## src/design/assert_macros.svh

```systemverilog
// assertion macros shared by the segment intersection rtl
// no dependencies
`ifndef ASSERT_MACROS_SVH
`define ASSERT_MACROS_SVH
`ifndef NO_ASSERTIONS
`define ASSERT_IMPLIES(label, clk, rst_n, a, b) \
    label: assert property (@(posedge clk) disable iff (!rst_n) (a) |-> (b)) \
        else $error("assertion failed");
`define ASSERT_ALWAYS(label, clk, expr) \
    label: assert property (@(posedge clk) (expr)) else $error("assertion failed");
`else
`define ASSERT_IMPLIES(label, clk, rst_n, a, b)
`define ASSERT_ALWAYS(label, clk, expr)
`endif
`endif

```

## src/design/sint_div.sv

```systemverilog
// pipelined restoring divider, one quotient bit per register stage
// uses assert_macros.svh
module sint_div #(
    parameter int NUW = 36,
    parameter int QW  = 25,
    parameter int SW  = 1
) (
    input  logic                 aclk,
    input  logic                 aresetn,
    input  logic                 ce,
    input  logic                 in_valid,
    input  logic [NUW+QW-1:0]    in_dividend,
    input  logic [NUW-1:0]       in_den,
    input  logic [SW-1:0]        in_side,
    output logic                 out_valid,
    output logic [QW-1:0]        out_q,
    output logic                 out_rem_nz,
    output logic [SW-1:0]        out_side
);
    logic [NUW-1:0] rem_reg  [0:QW];
    logic [NUW-1:0] den_reg  [0:QW];
    logic [QW-1:0]  low_reg  [0:QW];
    logic [QW-1:0]  q_reg    [0:QW];
    logic [SW-1:0]  side_reg [0:QW];
    logic           valid_reg[0:QW];

    always_ff @(posedge aclk) begin
        if (!aresetn) begin
            valid_reg[0] <= 1'b0;
        end else if (ce) begin
            valid_reg[0] <= in_valid;
        end
    end

    always_ff @(posedge aclk) begin
        if (ce) begin
            rem_reg[0]  <= in_dividend[NUW+QW-1:QW];
            low_reg[0]  <= in_dividend[QW-1:0];
            q_reg[0]    <= '0;
            den_reg[0]  <= in_den;
            side_reg[0] <= in_side;
        end
    end

    for (genvar i = 0; i < QW; i++) begin : g_stage
        logic [NUW:0] trial;
        logic [NUW:0] diff;
        logic         ge;
        assign trial = {rem_reg[i], low_reg[i][QW-1]};
        assign diff  = trial - {1'b0, den_reg[i]};
        assign ge    = trial >= {1'b0, den_reg[i]};

        always_ff @(posedge aclk) begin
            if (!aresetn) begin
                valid_reg[i+1] <= 1'b0;
            end else if (ce) begin
                valid_reg[i+1] <= valid_reg[i];
            end
        end

        always_ff @(posedge aclk) begin
            if (ce) begin
                rem_reg[i+1]  <= ge ? diff[NUW-1:0] : trial[NUW-1:0];
                low_reg[i+1]  <= {low_reg[i][QW-2:0], 1'b0};
                q_reg[i+1]    <= {q_reg[i][QW-2:0], ge};
                den_reg[i+1]  <= den_reg[i];
                side_reg[i+1] <= side_reg[i];
            end
        end
    end

    assign out_valid  = valid_reg[QW];
    assign out_q      = q_reg[QW];
    assign out_rem_nz = rem_reg[QW] != '0;
    assign out_side   = side_reg[QW];

    `include "assert_macros.svh"
    `ASSERT_IMPLIES(a_rem_below_den, aclk, aresetn, valid_reg[QW], rem_reg[QW] < den_reg[QW])
    `ASSERT_IMPLIES(a_rem_in_below, aclk, aresetn, valid_reg[0], rem_reg[0] < den_reg[0])
endmodule

```

## config.mk

```make
export PLATFORM = sky130hd
export DESIGN_NAME = sint_div
export DESIGN_NICKNAME = d
export VERILOG_FILES = /design/src/design/sint_div.sv
export VERILOG_INCLUDE_DIRS = /design/src /design/src/design
export SDC_FILE = /design/constraint.sdc
export NUM_CORES = 2
export LEC_CHECK = 0
export BUFFER_PORTS_ARGS = -buffer_cell sky130_fd_sc_hd__buf_2
export CAP_MARGIN = 40
export CORE_ASPECT_RATIO = 2
export CORE_MARGIN = 3
export CORE_UTILIZATION = 64
export DETAILED_ROUTE_END_ITERATION = 6
export PLACE_DENSITY_LB_ADDON = 0.3
export SYNTH_ARGS = -nofsm -noshare
export SYNTH_HDL_FRONTEND = slang
export SYNTH_SLANG_ARGS = --single-unit
```

## constraint.sdc

```tcl
create_clock -name aclk -period 5.39 [get_ports aclk]
set_clock_uncertainty 0.05 [all_clocks]
set_input_delay 1.3475 -clock aclk [delete_from_list [all_inputs] [get_ports aclk]]
set_output_delay 1.3475 -clock aclk [all_outputs]
set_load 0.02 [all_outputs]
```

==> flow_summary_export.csv <==
group,metric,value,unit
cts,path_clk_slew,0.07,ns
route,dr.pass1.iters,6,
route,post_drt_wl_per_cell,26.6,um
yosys,syn-num-nets,12800,
sta,fin_ws,0.00297,ns
sta,slew_viol_final,0,
pwr,peakVddDrop,0.355,mV
sta,max_slew_margin,30.8,%
cells_and_area,layout-drive-gt1-share,9.04,%
placed_design,pre_cts_ws,-0.122,ns
worst_setup_path,start_kind,"register",
sta,hold_ws,0.346,ns
sta,tightest_slew,1.04,ns
sta,min_period,5.39,ns
global_route,grt_max_degree,166,
cts,ctsRootBufferMaster,"clkbuf_16",
die,core-area,0.211,mm^2
yosys,ys.flop_type,"edfxtp_1",
cts,postCtsSetupBuffers,0,
yosys,post-synth-top-count-cell,"edfxtp_1",
global_route,grt_pass1_wl,580000,um
global_route,antenna_found_initial,30,
worst_setup_path,slowest_stage,"nor4_1",
min_path,hold_class,"reg2reg",
cts,htree_levels,4,
yosys,synth_top_family_by_area,"compound AO/OA/AOI/OAI gates",
cells_and_area,area_growth,9.37,%
yosys,yosys.area_share.adder,8.65,%
worst_setup_path,end_kind,"register",
yosys,synth-edff-count,2537,
yosys,yosysWarnings,0,
route,ant_nets,0,
worst_setup_path,cp_cell_sequence,"ha_1, and3_1, nand4_1, a211oi_2, o31ai_1, buf_4, nor4_1, o21bai_1, a21oi_1, a31oi_4, buf_4, mux2_2",
global_route,grtUsageTotal,35.8,%
yosys,ys_seq_area_share,56.0,%
worst_setup_path,cpPeakStageDelay,0.73,ns
die,initial_core_util,64.5,%
cells_and_area,largest_reg_flops,936,
die,pin_count,130,
run,max_cap_violations,0,
yosys,yosys.area.top_type,"edfxtp_1",
sta,finalCritPeriodShare,99.9,%
cts,clkSinkCount,2538,
run_status,outcome,"finished, final reports clean",
global_route,grt_overflow_total,0,
worst_setup_path,critPathTopFamily,"compound AO/OA/AOI/OAI gates",
cts,cts_buffers,224,
sta,finalHoldViolCount,0,
placed_design,gp_congestion,1.01,
global_route,grt_pass1_vias,103000,
yosys,synth-compound-area-share,14.6,%
yosys,yosys-top-cells-area,"edfxtp_1 56%, ha_1 8.3%, a21oi_1 3.4%",
placed_design,place_hpwl,308000,um
route,via_count,95200,
worst_setup_path,critical_path_buf_inv_count,2,
pwr,p_leak,60.1,nW
yosys,synth_common_cells,"2537 x edfxtp_1, 1135 x inv_1, 933 x a21oi_1, 900 x ha_1, 822 x nand2_1",
worst_setup_path,crit_fanout,30,
cts,cts_tree,"done",
yosys,ys_types,96,
route,wl,399000,um
worst_setup_path,path_common_cell,"buf_4",
yosys,synth.area.mux_share,2.65,%
cells_and_area,nFillCells,14300,
cells_and_area,multi_input_area,0.0544,mm^2
sta,clock.fmax,186,MHz
die,dieHeight,658,um
yosys,synthCells,11700,
sta,rsz0062_at_grt,"no",
die,fp.dieW,332,um
yosys,syn_area_per_cell,11.6,um^2
die,die-area,0.218,mm^2
yosys,synth_area,0.136,mm^2
cells_and_area,regArea,0.0762,mm^2
pwr,power_density,629,mW/mm^2
sta,setup_violations,0,
yosys,async_reset_ff_share,0,%
cells_and_area,final_cell_area,0.149,mm^2
route,via_per_inst,6.34,
placed_design,port_buffers,129,
worst_setup_path,critPathKind,"reg2reg",
placed_design,place_area,0.141,mm^2
worst_setup_path,critPathRequiredTime,6.00,ns
cts,clk_latency,0.91,ns
route,drt_iter0_drc,6044,
yosys,yosysTopAreaCellShare,56.0,%
cells_and_area,fin_nets,13100,
worst_setup_path,critical_path_arrival,6.00,ns
yosys,synthXorXnorAreaFrac,4.75,%
cts,clockBufferDepth,4,
yosys,ys_ff_latch,2538,
yosys,synthSimpleGateAreaFrac,9.19,%
die,rows,238,
route,drc,0,
through the flow:
step	power [mW]	utilization, %	instances	setup TNS (ns)
5_1_grt	97.9	70.5	15000	0
3_3_place_gp	74.4	67.0	14600	-0.0529
4_1_cts	92.7	70.5	15000	0
6_report	93.5	70.5	15000	0
3_5_place_dp	76.2	67.1	14600	-0.428
2_1_floorplan	61.5	-	11700	0
metal layers:
| metal | wire, um | vias to the layer above | global-route usage, % |
|---|---|---|---|
| met5 | 43 | - | 0 |
| met4 | 65100 | 6 | 48.3 |
| met3 | 12700 | 1960 | 4.41 |
| met2 | 228000 | 3251 | 72.5 |
| met1 | 93700 | 46200 | 21.9 |
| li1 | - | 43800 | - |
placed cells by master (no fill, tap or decap), types with 45 or more instances in the layout:
cell type / instances
a21oi_1: 933
xnor2_1: 440
and3_1: 108
o31ai_1: 85
o21bai_1: 107
buf_2: 136
ha_1: 900
a21o_1: 426
o21a_1: 159
nand2_1: 821
clkinv_1: 46
nor3_1: 122
and2_1: 50
nor2b_1: 147
nand3_1: 204
o21ai_0: 799
clkbuf_16: 229
nand2b_1: 144
xor2_1: 297
edfxtp_1: 2537
o31a_1: 45
nand4_1: 132
a31oi_1: 91
nor2_1: 676
a211oi_1: 76
o211ai_1: 57
mux2_2: 285
inv_1: 1135
buf_4: 195
worst register-to-register path, stage by stage (launching register included):
cell      delay, ns
edfxtp_1       0.40
ha_1           0.39
and3_1         0.23
nand4_1        0.56
a211oi_2       0.67
o31ai_1        0.20
buf_4          0.21
nor4_1         0.73
o21bai_1       0.26
a21oi_1        0.41
a31oi_4        0.34
buf_4          0.37
mux2_2         0.31
cell type report:
cell class | instances | share of cell area, %
timing repair buffer | 384 | 2.09
tap | 2760 | 2.32
antenna | 36 | 0.0606
sequential | 2538 | 51.2
inverter | 1137 | 2.87
multi-input combinational | 7769 | 36.6
clock inverter | 144 | 0.934
clock buffer | 257 | 3.91
repair_timing:
item                       CTS  global route
resized for setup            1             0
hold buffers                 0             0
setup endpoints to repair   19             0
worst paths after layout:
| path | start | endpoint | slack [ns] | depth (start not counted) |
|---|---|---|---|---|
| max reg2reg | rem_reg[0][7] | rem_reg[1][11] | 0.003 | 12 |
| min | q_reg[12][18] | q_reg[12][44] | 0.35 | 0 |
| min reg2reg | q_reg[12][18] | q_reg[12][44] | 0.35 | 0 |
| max | rem_reg[0][7] | rem_reg[1][11] | 0.003 | 12 |
cell families (layout without fill, tap and decap cells):
family / count (synthesis) / in the layout
buffers and inverters: 1433 / 1922
AND/OR/NAND/NOR: 2628 / 2628
flip-flops: 2538 / 2538
other: 0 / 36
AO/OA/AOI/OAI: 3155 / 3155
adder cells (fa/ha/maj): 925 / 925
XOR/XNOR: 737 / 737
multiplexers: 324 / 324
where the power goes:
part           leakage, nW  total (mW)  internal (mW)  switching (mW)
combinational         31.8        45.7           18.1            27.6
clock                 3.47        16.3           8.85            7.46
sequential            24.9        31.5           28.8            2.71
No activity file was read; power rests on OpenSTA's default activity.
